File: config.mk
export PLATFORM = sky130hd
export DESIGN_NAME = selective_repeat_sender_flat
export DESIGN_NICKNAME = d
export VERILOG_FILES = /design/src/rtl/srs_pkg.sv /design/src/rtl/srs_if.sv /design/src/rtl/srs_ram.sv /design/src/rtl/srs_ctrl.sv /design/src/rtl/srs_dp.sv /design/src/rtl/selective_repeat_sender.sv /design/src/flat_wrapper.sv
export SDC_FILE = /design/constraint.sdc
export NUM_CORES = 2
export LEC_CHECK = 0
export BUFFER_PORTS_ARGS = -buffer_cell sky130_fd_sc_hd__buf_2
export CAP_MARGIN = 30
export CORE_MARGIN = 8
export CORE_UTILIZATION = 36
export DETAILED_ROUTE_END_ITERATION = 8
export HOLD_SLACK_MARGIN = 0.12
export PLACE_DENSITY = 0.61
export SYNTH_ARGS = -nofsm -noshare
export SYNTH_HDL_FRONTEND = slang
export SYNTH_SLANG_ARGS = --single-unit
File: constraint.sdc
create_clock -name i_clk -period 22 [get_ports i_clk]
set_input_delay 1.1 -clock i_clk [delete_from_list [all_inputs] [get_ports i_clk]]
set_output_delay 1.1 -clock i_clk [all_outputs]
set_load 0.02 [all_outputs]
File: src/rtl/srs_pkg.sv
// Package for the selective-repeat sender: widths, codes and the structs that
// pass between the controller and the datapath.
// Depends on nothing; every other file of the block but srs_ram imports it.
package srs_pkg;

    // Fixed field widths of the channels.
    localparam int CHUNK_BYTES     = 3;
    localparam int DATA_W          = 8 * CHUNK_BYTES;
    localparam int SEQ_W           = 6;
    localparam int SEQ_REACH       = 1 << SEQ_W;
    localparam int ACTION_W        = 2;
    localparam int KIND_W          = 2;
    localparam int AGE_W           = 16;
    localparam int CC_W            = 7;
    localparam int TO_W            = 16;
    localparam int CFG_ADDR_W      = 1;
    localparam int CFG_DATA_W      = 16;
    localparam int CHUNK_SLOTS_DEF = 64;

    // Register reset values.
    localparam logic [CC_W-1:0]  CHUNK_COUNT_RST = CC_W'(1);
    localparam logic [TO_W-1:0]  TIMEOUT_RST     = TO_W'(100);
    localparam logic [AGE_W-1:0] AGE_MAX         = '1;

    // Configuration register indexes.
    localparam logic [CFG_ADDR_W-1:0] CFG_CHUNK_COUNT = 1'b0;
    localparam logic [CFG_ADDR_W-1:0] CFG_TIMEOUT     = 1'b1;

    // Input actions.
    localparam logic [ACTION_W-1:0] ACT_LOAD  = 2'd0;
    localparam logic [ACTION_W-1:0] ACT_START = 2'd1;
    localparam logic [ACTION_W-1:0] ACT_ACK   = 2'd2;
    localparam logic [ACTION_W-1:0] ACT_TICK  = 2'd3;

    // Result kinds.
    localparam logic [KIND_W-1:0] KIND_SENT    = 2'd0;
    localparam logic [KIND_W-1:0] KIND_RESENT  = 2'd1;
    localparam logic [KIND_W-1:0] KIND_ACK_OK  = 2'd2;
    localparam logic [KIND_W-1:0] KIND_ACK_BAD = 2'd3;

    // One result item.
    typedef struct packed {
        logic [KIND_W-1:0] kind;
        logic [SEQ_W-1:0]  seq;
        logic [DATA_W-1:0] data;
        logic              all_acked;
        logic              last;
    } t_result;

    // Commands from the controller to the datapath.
    typedef struct packed {
        logic load;       // store the payload of a load transaction
        logic start;      // clear flags and ages, begin a send scan
        logic tick;       // begin a resend scan
        logic ack;        // set the flag of an acknowledgement, begin flag check
        logic scan_run;   // run the chunk scan pipeline
        logic flag_step;  // check one acknowledgement flag
        logic ack_emit;   // place the acknowledgement result
        logic flush;      // release the held result as the final one
    } t_dp_cmd;

    // Status from the datapath to the controller.
    typedef struct packed {
        logic sending;
        logic scan_done;
        logic flag_done;
        logic pend_vld;
        logic out_free;
    } t_dp_status;

endpackage

File: src/rtl/srs_if.sv
// Channel interfaces of the selective-repeat sender: input items, results
// and configuration writes, each with valid and ready.
// Depends on srs_pkg for the field widths.
interface srs_item_if;
    import srs_pkg::*;
    logic                valid;
    logic                ready;
    logic [ACTION_W-1:0] action;
    logic [SEQ_W-1:0]    seq;
    logic [DATA_W-1:0]   payload;

    modport source (output valid, output action, output seq, output payload, input ready);
    modport sink   (input valid, input action, input seq, input payload, output ready);
endinterface

interface srs_result_if;
    import srs_pkg::*;
    logic              valid;
    logic              ready;
    logic [KIND_W-1:0] out_kind;
    logic [SEQ_W-1:0]  out_seq;
    logic [DATA_W-1:0] out_data;
    logic              all_acked;
    logic              last;

    modport source (output valid, output out_kind, output out_seq, output out_data,
                    output all_acked, output last, input ready);
    modport sink   (input valid, input out_kind, input out_seq, input out_data,
                    input all_acked, input last, output ready);
endinterface

interface srs_cfg_if;
    import srs_pkg::*;
    logic                  valid;
    logic                  ready;
    logic [CFG_ADDR_W-1:0] addr;
    logic [CFG_DATA_W-1:0] data;

    modport source (output valid, output addr, output data, input ready);
    modport sink   (input valid, input addr, input data, output ready);
endinterface

File: src/rtl/srs_ram.sv
// Generic single-write, single-read RAM with a registered read port.
// Depends on nothing.
module srs_ram #(
    parameter int WIDTH = 8,
    parameter int DEPTH = 64
) (
    input  logic                     i_clk,
    input  logic                     i_we,
    input  logic [$clog2(DEPTH)-1:0] i_waddr,
    input  logic [WIDTH-1:0]         i_wdata,
    input  logic [$clog2(DEPTH)-1:0] i_raddr,
    output logic [WIDTH-1:0]         o_rdata
);
    logic [WIDTH-1:0] r_mem [DEPTH];

    // Write port and registered read port.
    always_ff @(posedge i_clk) begin
        if (i_we) begin
            r_mem[i_waddr] <= i_wdata;
        end
        o_rdata <= r_mem[i_raddr];
    end
endmodule

File: src/rtl/srs_ctrl.sv
// Controller of the selective-repeat sender: sequences load, start, ack and
// tick transactions and drives the datapath commands.
// Depends on srs_pkg.
module srs_ctrl (
    input  logic                           i_clk,
    input  logic                           i_rst_n,
    input  logic                           i_valid,
    input  logic [srs_pkg::ACTION_W-1:0]   i_action,
    input  srs_pkg::t_dp_status            i_status,
    output logic                           o_ready,
    output srs_pkg::t_dp_cmd               o_cmd
);
    import srs_pkg::*;

    typedef enum logic [4:0] {
        S_IDLE   = 5'b00001,
        S_SCAN   = 5'b00010,
        S_ACKCHK = 5'b00100,
        S_ACKOUT = 5'b01000,
        S_FLUSH  = 5'b10000
    } t_state;

    t_state r_state, n_state;
    logic   w_accept;

    assign o_ready  = (r_state == S_IDLE);
    assign w_accept = i_valid && o_ready;

    // Next state and commands.
    always_comb begin
        n_state = r_state;
        o_cmd   = '0;
        unique case (r_state)
            S_IDLE: begin
                if (w_accept) begin
                    unique case (i_action)
                        ACT_LOAD: begin
                            o_cmd.load = 1'b1;
                        end
                        ACT_START: begin
                            o_cmd.start = 1'b1;
                            n_state     = S_SCAN;
                        end
                        ACT_ACK: begin
                            o_cmd.ack = 1'b1;
                            n_state   = S_ACKCHK;
                        end
                        ACT_TICK: begin
                            // A tick while idle is taken and gives nothing.
                            if (i_status.sending) begin
                                o_cmd.tick = 1'b1;
                                n_state    = S_SCAN;
                            end
                        end
                        default: ;
                    endcase
                end
            end
            S_SCAN: begin
                o_cmd.scan_run = 1'b1;
                if (i_status.scan_done) begin
                    n_state = S_FLUSH;
                end
            end
            S_ACKCHK: begin
                o_cmd.flag_step = 1'b1;
                if (i_status.flag_done) begin
                    n_state = S_ACKOUT;
                end
            end
            S_ACKOUT: begin
                o_cmd.ack_emit = 1'b1;
                n_state        = S_FLUSH;
            end
            S_FLUSH: begin
                o_cmd.flush = 1'b1;
                if (!i_status.pend_vld || i_status.out_free) begin
                    n_state = S_IDLE;
                end
            end
            default: n_state = S_IDLE;
        endcase
    end

    // State register.
    always_ff @(posedge i_clk) begin
        if (!i_rst_n) begin
            r_state <= S_IDLE;
        end else begin
            r_state <= n_state;
        end
    end
endmodule

File: src/rtl/srs_dp.sv
// Datapath of the selective-repeat sender: configuration registers, chunk
// and age memories, acknowledgement flags, scan pipeline and result buffers.
// Depends on srs_pkg and srs_ram.
module srs_dp #(
    parameter int CHUNK_SLOTS = srs_pkg::CHUNK_SLOTS_DEF
) (
    input  logic                             i_clk,
    input  logic                             i_rst_n,
    input  srs_pkg::t_dp_cmd                 i_cmd,
    output srs_pkg::t_dp_status              o_status,
    input  logic [srs_pkg::SEQ_W-1:0]        i_seq,
    input  logic [srs_pkg::DATA_W-1:0]       i_payload,
    input  logic                             i_cfg_we,
    input  logic [srs_pkg::CFG_ADDR_W-1:0]   i_cfg_addr,
    input  logic [srs_pkg::CFG_DATA_W-1:0]   i_cfg_data,
    output srs_pkg::t_result                 o_res,
    output logic                             o_res_vld,
    input  logic                             i_res_ready
);
    import srs_pkg::*;

    localparam int ADDR_W = $clog2(CHUNK_SLOTS);
    localparam int CAP    = (CHUNK_SLOTS < SEQ_REACH) ? CHUNK_SLOTS : SEQ_REACH;
    localparam int CNT_W  = $clog2(CAP + 1);

    // Configuration.
    logic [CC_W-1:0]  r_cc;
    logic [TO_W-1:0]  r_timeout;
    logic [CNT_W-1:0] w_n;

    // Scan and flag state.
    logic [CNT_W-1:0]       r_cnt;
    logic [CNT_W-1:0]       r_ev_idx;
    logic                   r_ev_vld;
    logic                   r_mode_send;
    logic [CHUNK_SLOTS-1:0] r_acked;
    logic [CHUNK_SLOTS-1:0] r_age_vld;
    logic                   r_sending;
    logic                   r_acc;
    logic [SEQ_W-1:0]       r_ack_seq;
    logic                   r_ack_ok;

    // Result buffers.
    t_result r_pend, n_pend, r_out, n_out;
    logic    r_pend_vld, n_pend_vld, r_out_vld, n_out_vld;

    // Combinational signals.
    logic              w_issue, w_advance, w_ev_fire, w_emit, w_emit_ok, w_out_free;
    logic              w_ev_acked, w_due, w_age_we, w_ack_ok, w_chunk_we, w_cnt_more;
    logic [ADDR_W-1:0] w_ev_addr, w_rd_addr;
    logic [AGE_W-1:0]  w_age_rd, w_age_cur, w_age_inc, w_age_wd;
    logic [DATA_W-1:0] w_chunk_rd;
    t_result           w_new, w_ack_res;

    // Chunks in use: the count clamped to one at least and to the capacity at most.
    always_comb begin
        if (r_cc == '0) begin
            w_n = CNT_W'(1);
        end else if (32'(r_cc) > CAP) begin
            w_n = CNT_W'(CAP);
        end else begin
            w_n = CNT_W'(r_cc);
        end
    end

    // Configuration registers.
    always_ff @(posedge i_clk) begin
        if (!i_rst_n) begin
            r_cc      <= CHUNK_COUNT_RST;
            r_timeout <= TIMEOUT_RST;
        end else if (i_cfg_we) begin
            unique case (i_cfg_addr)
                CFG_CHUNK_COUNT: r_cc      <= i_cfg_data[CC_W-1:0];
                CFG_TIMEOUT:     r_timeout <= i_cfg_data[TO_W-1:0];
                default: ;
            endcase
        end
    end

    // Scan: one entry read per cycle unless stalled, evaluated the cycle after.
    assign w_cnt_more = (r_cnt < w_n);
    assign w_issue    = i_cmd.scan_run && w_cnt_more;
    assign w_ev_addr  = ADDR_W'(r_ev_idx);
    assign w_ev_acked = r_acked[w_ev_addr];
    assign w_age_cur  = r_age_vld[w_ev_addr] ? w_age_rd : '0;
    assign w_age_inc  = (w_age_cur == AGE_MAX) ? w_age_cur : w_age_cur + AGE_W'(1);
    assign w_due      = (w_age_inc >= r_timeout);
    assign w_emit     = r_mode_send || (!w_ev_acked && w_due);
    assign w_out_free = !r_out_vld || i_res_ready;
    assign w_emit_ok  = !r_pend_vld || w_out_free;
    assign w_ev_fire  = r_ev_vld && (!w_emit || w_emit_ok);
    assign w_advance  = i_cmd.scan_run && (!r_ev_vld || w_ev_fire);
    // While the evaluation stage waits, the read holds its address.
    assign w_rd_addr  = w_advance ? ADDR_W'(r_cnt) : w_ev_addr;
    assign w_age_we   = w_ev_fire && !r_mode_send && !w_ev_acked;
    assign w_age_wd   = w_due ? '0 : w_age_inc;

    assign w_ack_ok   = (CC_W'(i_seq) < CC_W'(w_n));
    assign w_chunk_we = i_cmd.load && (32'(i_seq) < CHUNK_SLOTS);

    assign w_new = '{kind:      (r_mode_send ? KIND_SENT : KIND_RESENT),
                     seq:       SEQ_W'(r_ev_idx),
                     data:      w_chunk_rd,
                     all_acked: 1'b0,
                     last:      1'b0};

    assign w_ack_res = '{kind:      (r_ack_ok ? KIND_ACK_OK : KIND_ACK_BAD),
                         seq:       r_ack_seq,
                         data:      '0,
                         all_acked: r_acc,
                         last:      1'b0};

    // Chunk store and age memories.
    srs_ram #(.WIDTH(DATA_W), .DEPTH(CHUNK_SLOTS)) u_chunk_ram (
        .i_clk   (i_clk),
        .i_we    (w_chunk_we),
        .i_waddr (ADDR_W'(i_seq)),
        .i_wdata (i_payload),
        .i_raddr (w_rd_addr),
        .o_rdata (w_chunk_rd)
    );

    srs_ram #(.WIDTH(AGE_W), .DEPTH(CHUNK_SLOTS)) u_age_ram (
        .i_clk   (i_clk),
        .i_we    (w_age_we),
        .i_waddr (w_ev_addr),
        .i_wdata (w_age_wd),
        .i_raddr (w_rd_addr),
        .o_rdata (w_age_rd)
    );

    // Counter, evaluation stage, flags and sending state.
    always_ff @(posedge i_clk) begin
        if (!i_rst_n) begin
            r_cnt       <= '0;
            r_ev_idx    <= '0;
            r_ev_vld    <= 1'b0;
            r_mode_send <= 1'b0;
            r_acked     <= '0;
            r_age_vld   <= '0;
            r_sending   <= 1'b0;
            r_acc       <= 1'b0;
        end else begin
            if (i_cmd.start || i_cmd.tick || i_cmd.ack) begin
                r_cnt    <= '0;
                r_ev_vld <= 1'b0;
            end else if (w_advance) begin
                r_ev_vld <= w_issue;
                r_ev_idx <= r_cnt;
                if (w_issue) begin
                    r_cnt <= r_cnt + CNT_W'(1);
                end
            end else if (i_cmd.flag_step && w_cnt_more) begin
                r_cnt <= r_cnt + CNT_W'(1);
                r_acc <= r_acc && r_acked[ADDR_W'(r_cnt)];
            end

            if (i_cmd.start) begin
                r_mode_send <= 1'b1;
                r_acked     <= '0;
                r_age_vld   <= '0;
                r_sending   <= 1'b1;
            end
            if (i_cmd.tick) begin
                r_mode_send <= 1'b0;
            end
            if (i_cmd.ack) begin
                r_acc <= 1'b1;
                if (w_ack_ok) begin
                    r_acked[ADDR_W'(i_seq)] <= 1'b1;
                end
            end
            if (w_age_we) begin
                r_age_vld[w_ev_addr] <= 1'b1;
            end
            // The message is complete once every chunk in use is acknowledged.
            if (i_cmd.ack_emit && r_ack_ok && r_acc) begin
                r_sending <= 1'b0;
            end
        end
    end

    // Acknowledgement details held for the result.
    always_ff @(posedge i_clk) begin
        if (i_cmd.ack) begin
            r_ack_seq <= i_seq;
            r_ack_ok  <= w_ack_ok;
        end
    end

    // The newest result is held back until it is known whether it is the last.
    always_comb begin
        n_out      = r_out;
        n_out_vld  = r_out_vld && !i_res_ready;
        n_pend     = r_pend;
        n_pend_vld = r_pend_vld;
        if (w_ev_fire && w_emit) begin
            if (r_pend_vld) begin
                n_out     = r_pend;
                n_out_vld = 1'b1;
            end
            n_pend     = w_new;
            n_pend_vld = 1'b1;
        end
        if (i_cmd.ack_emit) begin
            n_pend     = w_ack_res;
            n_pend_vld = 1'b1;
        end
        if (i_cmd.flush && r_pend_vld && w_out_free) begin
            n_out      = r_pend;
            n_out.last = 1'b1;
            n_out_vld  = 1'b1;
            n_pend_vld = 1'b0;
        end
    end

    always_ff @(posedge i_clk) begin
        if (!i_rst_n) begin
            r_out_vld  <= 1'b0;
            r_pend_vld <= 1'b0;
        end else begin
            r_out_vld  <= n_out_vld;
            r_pend_vld <= n_pend_vld;
        end
    end

    always_ff @(posedge i_clk) begin
        r_out  <= n_out;
        r_pend <= n_pend;
    end

    assign o_res     = r_out;
    assign o_res_vld = r_out_vld;

    assign o_status = '{sending:   r_sending,
                        scan_done: !w_cnt_more && !r_ev_vld,
                        flag_done: !w_cnt_more,
                        pend_vld:  r_pend_vld,
                        out_free:  w_out_free};
endmodule

File: src/rtl/selective_repeat_sender.sv
// Selective-repeat sender. Items arrive on i_item (action, seq, payload) and
// results leave on o_result (out_kind, out_seq, out_data, all_acked, last);
// both are valid/ready channels, a transaction completing when both are high.
// Registers chunk_count and timeout_ticks are written on i_cfg, always ready,
// and are to be written only while the block is idle.
// A load transaction gives no result. A start, an ack or a tick while sending
// works through the chunks in use: the chunk and age memories are read one
// entry per cycle while the receiver does not stall, and an ack checks one
// acknowledgement flag per cycle. The last result of an item carries last.
// The item channel is ready again once the final result sits in the output
// register, so the next item is taken while that result waits.
// When the receiver stalls, the scan pauses at the next chunk that needs a
// result slot and resumes without loss.
// Reset (synchronous, active low) clears all flags, ages, sending state and
// buffers at once and restores chunk_count to 1 and timeout_ticks to 100.
// Chunk contents are undefined until loaded.
module selective_repeat_sender #(
    parameter int CHUNK_SLOTS = srs_pkg::CHUNK_SLOTS_DEF
) (
    input  logic         i_clk,
    input  logic         i_rst_n,
    srs_item_if.sink     i_item,
    srs_result_if.source o_result,
    srs_cfg_if.sink      i_cfg
);
    import srs_pkg::*;

    t_dp_cmd    w_cmd;
    t_dp_status w_st;
    t_result    w_res;
    logic       w_res_vld;
    logic       w_ready;

    // Controller.
    srs_ctrl u_ctrl (
        .i_clk    (i_clk),
        .i_rst_n  (i_rst_n),
        .i_valid  (i_item.valid),
        .i_action (i_item.action),
        .i_status (w_st),
        .o_ready  (w_ready),
        .o_cmd    (w_cmd)
    );

    // Datapath.
    srs_dp #(.CHUNK_SLOTS(CHUNK_SLOTS)) u_dp (
        .i_clk       (i_clk),
        .i_rst_n     (i_rst_n),
        .i_cmd       (w_cmd),
        .o_status    (w_st),
        .i_seq       (i_item.seq),
        .i_payload   (i_item.payload),
        .i_cfg_we    (i_cfg.valid),
        .i_cfg_addr  (i_cfg.addr),
        .i_cfg_data  (i_cfg.data),
        .o_res       (w_res),
        .o_res_vld   (w_res_vld),
        .i_res_ready (o_result.ready)
    );

    // Channel wiring.
    assign i_item.ready       = w_ready;
    assign i_cfg.ready        = 1'b1;
    assign o_result.valid     = w_res_vld;
    assign o_result.out_kind  = w_res.kind;
    assign o_result.out_seq   = w_res.seq;
    assign o_result.out_data  = w_res.data;
    assign o_result.all_acked = w_res.all_acked;
    assign o_result.last      = w_res.last;

    // A new item is only taken once no result is held back.
    a_ready_no_pend: assert property (@(posedge i_clk) disable iff (!i_rst_n)
        w_ready |-> !w_st.pend_vld)
        else $error("item channel ready while a result is held back");

    // The acknowledgement result is held the cycle after it is placed.
    a_ack_held: assert property (@(posedge i_clk) disable iff (!i_rst_n)
        w_cmd.ack_emit |=> w_st.pend_vld)
        else $error("acknowledgement result not held");

    // Sent and resent chunks never report the message as complete.
    a_send_not_all: assert property (@(posedge i_clk) disable iff (!i_rst_n)
        (w_res_vld && (w_res.kind == KIND_SENT || w_res.kind == KIND_RESENT))
            |-> !w_res.all_acked)
        else $error("chunk result reports all acknowledged");

    // A start leaves the block sending.
    a_start_sends: assert property (@(posedge i_clk) disable iff (!i_rst_n)
        w_cmd.start |=> w_st.sending)
        else $error("sending not set after start");
endmodule
File: src/flat_wrapper.sv
// flat-port wrapper written by rule: the top's interface ports become plain ports
module selective_repeat_sender_flat import srs_pkg::*;
#(
    parameter int CHUNK_SLOTS = srs_pkg::CHUNK_SLOTS_DEF
)
  (i_clk, i_rst_n, i_item_valid, i_item_action, i_item_seq, i_item_payload, i_item_ready, o_result_valid, o_result_out_kind, o_result_out_seq, o_result_out_data, o_result_all_acked, o_result_last, o_result_ready, i_cfg_valid, i_cfg_addr, i_cfg_data, i_cfg_ready);
  srs_item_if i_item_i ();
  srs_result_if o_result_i ();
  srs_cfg_if i_cfg_i ();
  input  logic i_clk;
  input  logic i_rst_n;
  input wire logic [$bits(i_item_i.valid)-1:0] i_item_valid;
  input wire logic [$bits(i_item_i.action)-1:0] i_item_action;
  input wire logic [$bits(i_item_i.seq)-1:0] i_item_seq;
  input wire logic [$bits(i_item_i.payload)-1:0] i_item_payload;
  output wire logic [$bits(i_item_i.ready)-1:0] i_item_ready;
  output wire logic [$bits(o_result_i.valid)-1:0] o_result_valid;
  output wire logic [$bits(o_result_i.out_kind)-1:0] o_result_out_kind;
  output wire logic [$bits(o_result_i.out_seq)-1:0] o_result_out_seq;
  output wire logic [$bits(o_result_i.out_data)-1:0] o_result_out_data;
  output wire logic [$bits(o_result_i.all_acked)-1:0] o_result_all_acked;
  output wire logic [$bits(o_result_i.last)-1:0] o_result_last;
  input wire logic [$bits(o_result_i.ready)-1:0] o_result_ready;
  input wire logic [$bits(i_cfg_i.valid)-1:0] i_cfg_valid;
  input wire logic [$bits(i_cfg_i.addr)-1:0] i_cfg_addr;
  input wire logic [$bits(i_cfg_i.data)-1:0] i_cfg_data;
  output wire logic [$bits(i_cfg_i.ready)-1:0] i_cfg_ready;
  assign i_item_i.valid = i_item_valid;
  assign i_item_i.action = i_item_action;
  assign i_item_i.seq = i_item_seq;
  assign i_item_i.payload = i_item_payload;
  assign i_item_ready = i_item_i.ready;
  assign o_result_valid = o_result_i.valid;
  assign o_result_out_kind = o_result_i.out_kind;
  assign o_result_out_seq = o_result_i.out_seq;
  assign o_result_out_data = o_result_i.out_data;
  assign o_result_all_acked = o_result_i.all_acked;
  assign o_result_last = o_result_i.last;
  assign o_result_i.ready = o_result_ready;
  assign i_cfg_i.valid = i_cfg_valid;
  assign i_cfg_i.addr = i_cfg_addr;
  assign i_cfg_i.data = i_cfg_data;
  assign i_cfg_ready = i_cfg_i.ready;
  selective_repeat_sender #(.CHUNK_SLOTS(CHUNK_SLOTS)) u_core (.i_clk(i_clk), .i_rst_n(i_rst_n), .i_item(i_item_i), .o_result(o_result_i), .i_cfg(i_cfg_i));
endmodule
# --- Yosys cells after proc, flatten, opt, wreduce, memory -nomap -nowiden ---
# Memory sizes are Yosys's and may differ from the RTL's. A register that Yosys moved wholly into a read port is not among the register bits.
# Index checks and enable logic that the tools add are counted.
word_totals:
  regBits: 249
  mem_bits_rw: 2560
  mem_count: 2
mem_list:
  columns: ["name", "depth", "word_bits", "rd", "rd_clocked_by_memory_dff", "write_ports", "line_no", "text"]
  rows:
  - ["u_core.u_dp.u_chunk_ram.r_mem", 64, 24, 1, 1, 1, "srs_ram.sv:14", "logic [WIDTH-1:0] r_mem [DEPTH];"]
  - ["u_core.u_dp.u_age_ram.r_mem", 64, 16, 1, 1, 1, "srs_ram.sv:14", null]
classes:
  addsub: 2
  n_lt_le_gt_ge: 9
  eq_ne: 18
  mux: 64
  bitwise_logic: 5
  reduce_logical: 52
op_table:
  columns: ["operator", "count"]
  rows:
  - ["$mux W64", 7]
  - ["$mux W34", 5]
  - ["$or A64 B64 Y64", 2]
  - ["$mux W16", 3]
  - ["$mux W7", 5]
  - ["$mux W1", 29]
  - ["$mux W5", 5]
  - ["$pmux W5 S5", 1]
  - ["$lt A6 B7 Y1 const B", 3]
  - ["$bmux W1 S6", 3]
  - ["$logic_and A1 B1 Y1", 18]
  - ["$add A16 B1 Y16 const B", 1]
  - ["$eq A16 B16 Y1 const B", 1]
  - ["$ge A16 B16 Y1", 1]
  - ["$pmux W5 S3", 1]
  - ["$demux W1 S6", 2]
  - ["$ge A6 B1 Y1 const B", 2]
  - ["$ne A2 B2 Y1 const B", 6]
  - ["$reduce_and A2 Y1", 6]
  - ["$reduce_bool A2 Y1", 5]
  - ["$logic_not A1 Y1", 8]
  - ["$mux W4", 2]
  - ["$reduce_or A2 Y1", 4]
  - ["$add A7 B1 Y7 const B", 1]
  - ["other kinds (20)", 29]

# --- Depth between registers and ports, before layout ---
depth:
  ltp_word: 16
  depth_mapped: 40
  depth_no_buf: 30

# --- By module ---
# Synthesis repeated with hierarchy kept, for this count alone.
hier_totals:
  cells_unflattened: 5695
  hier_area_um2: 111757.2
by_module_without_submodules:
  columns: ["mod", "n_inst", "cells_each", "area_each_um2"]
  rows:
  - ["srs_ram at u_core.u_dp.u_chunk_ram", 1, 2610, 59295.6]
  - ["srs_ram at u_core.u_dp.u_age_ram", 1, 1829, 40042.2]
  - ["srs_dp", 1, 1204, 12014.0]
  - ["srs_ctrl", 1, 50, 394.1]
  - ["selective_repeat_sender", 1, 2, 11.3]

# --- Worst setup path before layout ---
# Ideal clock, no wire load.
synth_timing:
  path_type: "register to register"
  from: "register u_core.u_dp.r_ev_idx[1]"
  to: "memory u_core.u_dp.u_age_ram.r_mem[0][14] (netlist name) (data pin)"
  setup_time_ns: 0.864
  t_arrival_ns: 8.734
  t_required_ns: 21.136
  setup_slack_ns: 12.402
  path_stages_with_launch: 30
  period_less_slack_ns: 9.598
  cell_sequence: "dfxtp_1 > buf_2 > buf_1 > buf_2 > clkbuf_1 > buf_1 > mux2i_1 > nor2_1 > a21oi_1 > and4_1 > clkbuf_1 > nor2b_1 > ha_1 > nand2_1 > nor2_1 > nand2_1 > nand4_1 > or2_2 > nor2_1 > nand2_1 > xor2_1 > nor2_1 > ha_1 > a21o_1 > a21o_1 > a211oi_1 > o21ai_0 > clkbuf_1 > clkbuf_1 > nor4_1"
synth_between:
  elab_chain_len: 7
  elab_cells_between_ends: 8
  cone_classes: "1 x add/sub; 1 x order compare; 1 x eq/ne; 5 x mux"
synth_lines:
  columns: ["item", "line_no", "text"]
  rows:
  - ["from (decl)", "srs_dp.sv:33", "logic [CNT_W-1:0] r_ev_idx;"]
  - ["from (signal assigned)", "srs_dp.sv:149", "r_ev_idx <= r_cnt;"]
  - ["$bmux W1 S6 (*)", "srs_dp.sv:85", "assign w_age_cur = r_age_vld[w_ev_addr] ? w_age_rd : '0;"]
  - ["$mux W1 (not written as such) (*)", "srs_dp.sv:85", null]
  - ["$mux W16 (*)", "srs_dp.sv:85", null]
  - ["$add A16 B1 Y16 / $eq A16 B16 Y1 (equally long branches)", "srs_dp.sv:86", "assign w_age_inc = (w_age_cur == AGE_MAX) ? w_age_cur : w_age_cur + AGE_W'(1);"]
  - ["$mux W16 (*)", "srs_dp.sv:86", null]
  - ["$ge A16 B16 Y1", "srs_dp.sv:87", "assign w_due = (w_age_inc >= r_timeout);"]
  - ["$mux W16 (*)", "srs_dp.sv:96", "assign w_age_wd = w_due ? '0 : w_age_inc;"]
  - ["via u_core.u_dp.u_age_ram.i_wdata[14]", "srs_ram.sv:10", "input logic [WIDTH-1:0] i_wdata,"]
  - ["to (decl)", "srs_ram.sv:14", null]
# The timed path passes the listed nets; every way through them passes the cells marked *. The select of a mux whose other input is x is not followed.

# --- Worst setup path after layout ---
layout_timing:
  from: "register u_core.u_dp.r_ev_idx[2]"
  to: "register u_core.u_dp.u_chunk_ram.o_rdata[18], read port of u_core.u_dp.u_chunk_ram.r_mem"
layout_between:
  elab_chain_len: 14
  elab_cells_between_ends: 18
  cone_classes: "1 x add/sub; 1 x order compare; 1 x eq/ne; 7 x mux; 8 x reduce/logical"
layout_lines:
  columns: ["item", "line_no", "text"]
  rows:
  - ["$bmux W1 S6", "srs_dp.sv:85", null]
  - ["$mux W1 (not written as such)", "srs_dp.sv:85", null]
  - ["$mux W16", "srs_dp.sv:85", null]
  - ["$add A16 B1 Y16 / $eq A16 B16 Y1 (equally long branches)", "srs_dp.sv:86", null]
  - ["$mux W16", "srs_dp.sv:86", null]
  - ["$ge A16 B16 Y1", "srs_dp.sv:87", null]
  - ["$logic_and A1 B1 Y1", "srs_dp.sv:88", "assign w_emit = r_mode_send || (!w_ev_acked && w_due);"]
  - ["$logic_or A1 B1 Y1", "srs_dp.sv:88", null]
  - ["$logic_not A1 Y1", "srs_dp.sv:91", "assign w_ev_fire = r_ev_vld && (!w_emit || w_emit_ok);"]
  - ["$logic_or A1 B1 Y1", "srs_dp.sv:91", null]
  - ["$logic_and A1 B1 Y1", "srs_dp.sv:91", null]
  - ["$logic_or A1 B1 Y1", "srs_dp.sv:92", "assign w_advance = i_cmd.scan_run && (!r_ev_vld || w_ev_fire);"]
  - ["$logic_and A1 B1 Y1", "srs_dp.sv:92", null]
  - ["$mux W6 (*)", "srs_dp.sv:94", "assign w_rd_addr = w_advance ? ADDR_W'(r_cnt) : w_ev_addr;"]
  - ["to (decl)", "srs_ram.sv:12", "output logic [WIDTH-1:0] o_rdata"]
# Every way passes the cells marked *; elsewhere a longest branch is shown, timed or not. The select of a mux whose other input is x is not followed.
# A chain may end at the register's enable or synchronous reset.

==> impl_metrics.json <==
{
  "status": "finished clean",
  "wl_per_cell_um": 27.3,
  "yosysWarnings": 0,
  "cts_tree": "done",
  "cp.required_ns": 22.73,
  "core_mm2": 0.308,
  "power-per-cell-area_mw_per_mm2": 88.0,
  "hold_violations": 0,
  "synth_nets": 7753,
  "rsz0062_at_grt": "false",
  "final_layout_size_suffix_gt1_share_pct": 12.3,
  "power_uw": 11200,
  "cts_buffer_depth": 4,
  "grt_overflow": 0,
  "synth_seq_area_share_pct": 74.7,
  "cts_root_buf": "clkbuf_16",
  "ys_ff_latch": 2849,
  "async_flop_share_pct": 0,
  "grt_pass1_vias": 65200,
  "routabilityCongestion": 0.876,
  "maxSlewHeadroom_pct": 23.3,
  "grt_pass1_wl_mm": 473,
  "dr.pass1.iters": 6,
  "holdBufCountCts": 0,
  "multi_input_area_mm2": 0.0265,
  "nFillCells": 27500,
  "cp-end-kind": "flop",
  "die_w_um": 572,
  "worst_slew_pin_slew_ns": 1.15,
  "vias": 68200,
  "avgViaCountPerCell": 5.59,
  "synth-main-ff-cell": "edfxtp_1",
  "timing.final.max_slew_violations": 0,
  "clock_latency_ns": 0.87,
  "drc_errors": 0,
  "cts-resized-gates": 0,
  "area_growth_pct": 14.5,
  "synth_edf_count": 2609,
  "power_leakage_uw": 0.0465,
  "syn_area_mm2": 0.111,
  "vdd_ir_drop_max_v": 0.0000610,
  "crit_arrival_ns": 11.86,
  "postSynthCellCount": 7670,
  "ctsHtreeMaxLevel": 5,
  "cts_buffers": 296,
  "synth.distinct_cells": 70,
  "io_pins": 91,
  "num_rows": 204,
  "startpoint_type": "flop",
  "fin_setup_tns_ns": 0,
  "fmax_ghz": 0.0898,
  "cts.sinks": 2849,
  "cp_slowest_cell": "nor2b_1",
  "dp_hpwl_mm": 190,
  "regArea_mm2": 0.0832,
  "clock_skew_ns": 0.0862,
  "hold_slack_ns": 0.456,
  "crit_type": "flop to flop",
  "cpPeakStageDelay_ns": 0.73,
  "finalCritPeriodShare_pct": 50.6,
  "finalSetupViolCount": 0,
  "min_period_ns": 11.13,
  "clk_pin_slew_ns": 0.06,
  "antenna_left": 0,
  "grt_max_degree": 143,
  "antenna_found_initial": 41,
  "die_h_um": 572,
  "die-area_mm2": 0.327,
  "worstHoldPathType": "flop to flop",
  "finalWirelength_mm": 333,
  "start_util_pct": 36.1,
  "postCtsSetupRepairBufs": 0,
  "placed_area_mm2": 0.118,
  "final_area_mm2": 0.127,
  "avgSynthCellArea_um2": 14.5,
  "dr.first_iter.drc_count": 9267,
  "crit_top_cell": "buf_4",
  "maxCapViolations": 0,
  "path_max_fanout": 133,
  "io_buffer_count": 89,
  "grtUsageTotal_pct": 19.6,
  "num-nets-final": 7930
}
-- metal layers --
layer	vias up	GRT usage, %	part of all wire, %
li1	29400	-	-
met1	34800	27.5	41
met2	3442	30.4	45
met3	579	4.01	10
met4	22	6.88	3.7
met5	-	0	0.043
-- layout make-up --
class,count,area share [%]
diodes,10,0.0196
clock buffers,411,6.48
clock inverters,122,1.12
inverters,37,0.111
multi-input cells,4297,20.8
flip-flops and latches,2849,65.3
well taps,4120,4.05
repair buffers,366,2.17
-- critical path: cells and delay by family, from the launching register on --
| family | cells | cell delay, ns |
|---|---|---|
| buffers and inverters | 7 | 3.31 |
| and+or+nand+nor | 13 | 3.09 |
| AOI/OAI and AO/OA | 11 | 2.38 |
| muxes | 2 | 0.61 |
| adders and majority gates | 2 | 0.57 |
| DFF | 1 | 0.32 |
| xor gates and xnor gates | 1 | 0.30 |
-- path summary, 6_finish.rpt --
check,from,to,depth (start not counted),slack [ns]
hold / removal,u_core.u_dp.r_timeout[7],u_core.u_dp.r_timeout[7],2,0.46
setup / recovery,u_core.u_dp.r_ev_idx[2],u_core.u_dp.u_chunk_ram.o_rdata[18],36,10.87
hold reg to reg,u_core.u_dp.r_timeout[7],u_core.u_dp.r_timeout[7],2,0.46
setup reg to reg,u_core.u_dp.r_ev_idx[2],u_core.u_dp.u_chunk_ram.o_rdata[18],36,10.87
-- registers in the layout, summed over array words and instances, names as in the netlist, 5 cells and up --
name,flops
u_core.u_dp.r_cc,7
u_core.u_dp.r_age_vld,64
u_core.u_dp.u_age_ram.r_mem,1024
u_core.u_dp.o_res,34
u_core.u_dp.r_acked,64
u_core.u_dp.u_age_ram.o_rdata,16
u_core.u_dp.u_chunk_ram.r_mem,1536
u_core.u_dp.r_ack_seq,6
u_core.u_ctrl.r_state,5
u_core.u_dp.r_timeout,16
u_core.u_dp.u_chunk_ram.o_rdata,24
u_core.u_dp.r_pend,33
u_core.u_dp.r_ev_idx,6
u_core.u_dp.r_cnt,7
-- cell families (layout without fill, tap and decap cells) --
family | count (synthesis) | after routing | synth area share, %
AOI/OAI and AO/OA | 1029 | 1029 | 5.72
buffers and inverters | 524 | 936 | 2.03
and+or+nand+nor | 2429 | 2429 | 9.58
DFF | 2849 | 2849 | 74.7
adders and majority gates | 29 | 29 | 0.326
muxes | 792 | 792 | 7.46
other | 1 | 11 | 0.00337
xor gates and xnor gates | 17 | 17 | 0.134
-- cell usage in the layout, fill, tap and decap left out, drive strengths merged, types with 26 or more instances in the layout --
cell    Yosys  final
bufinv      0     26
a21oi     116    116
a32oi      66     66
dfxtp     240    240
mux4       29     29
buf       222    364
and2       65     65
nand4     139    139
nand3     378    378
clkbuf    265    413
nor2      375    375
o22ai     325    325
edfxtp   2609   2609
and4       29     29
a31oi     200    200
o21ai     227    227
and3       37     37
ha         29     29
nand2    1295   1295
clkinv      1     76
mux2i     753    753
inv        36     51
a22oi      51     51
-- synthesized netlist by cell type, types with 116 or more instances --
cell type / instances / area share, %
edfxtp_1: 2609 / 70
nand2_1: 1295 / 4.4
mux2i_1: 753 / 6.8
nand3_1: 378 / 1.7
nor2_1: 375 / 1.3
o22ai_1: 325 / 1.8
clkbuf_1: 265 / 0.89
dfxtp_1: 240 / 4.3
a31oi_1: 198 / 1.1
buf_2: 168 / 0.76
o21ai_0: 159 / 0.72
nand4_1: 139 / 0.78
a21oi_1: 116 / 0.52
-- power breakdown --
part           switching, uW  internal (uW)  total, uW  leakage, uW
registers               27.6           5910       5940       0.0271
clock network           2080           2940       5030      0.00473
logic                    199           55.5        254       0.0147
-- metrics by stage --
step | std cells | worst slack (ns) | util [%]
3_3_place_gp | 11600 | 10.88 | 38.1
6_report | 12200 | 10.87 | 41.4
4_1_cts | 12200 | 11.03 | 41.3
2_1_floorplan | 7670 | 12.40 | -
3_5_place_dp | 11700 | 10.99 | 38.2
5_1_grt | 12200 | 10.42 | 41.3
No activity file was read; power rests on OpenSTA's default activity.
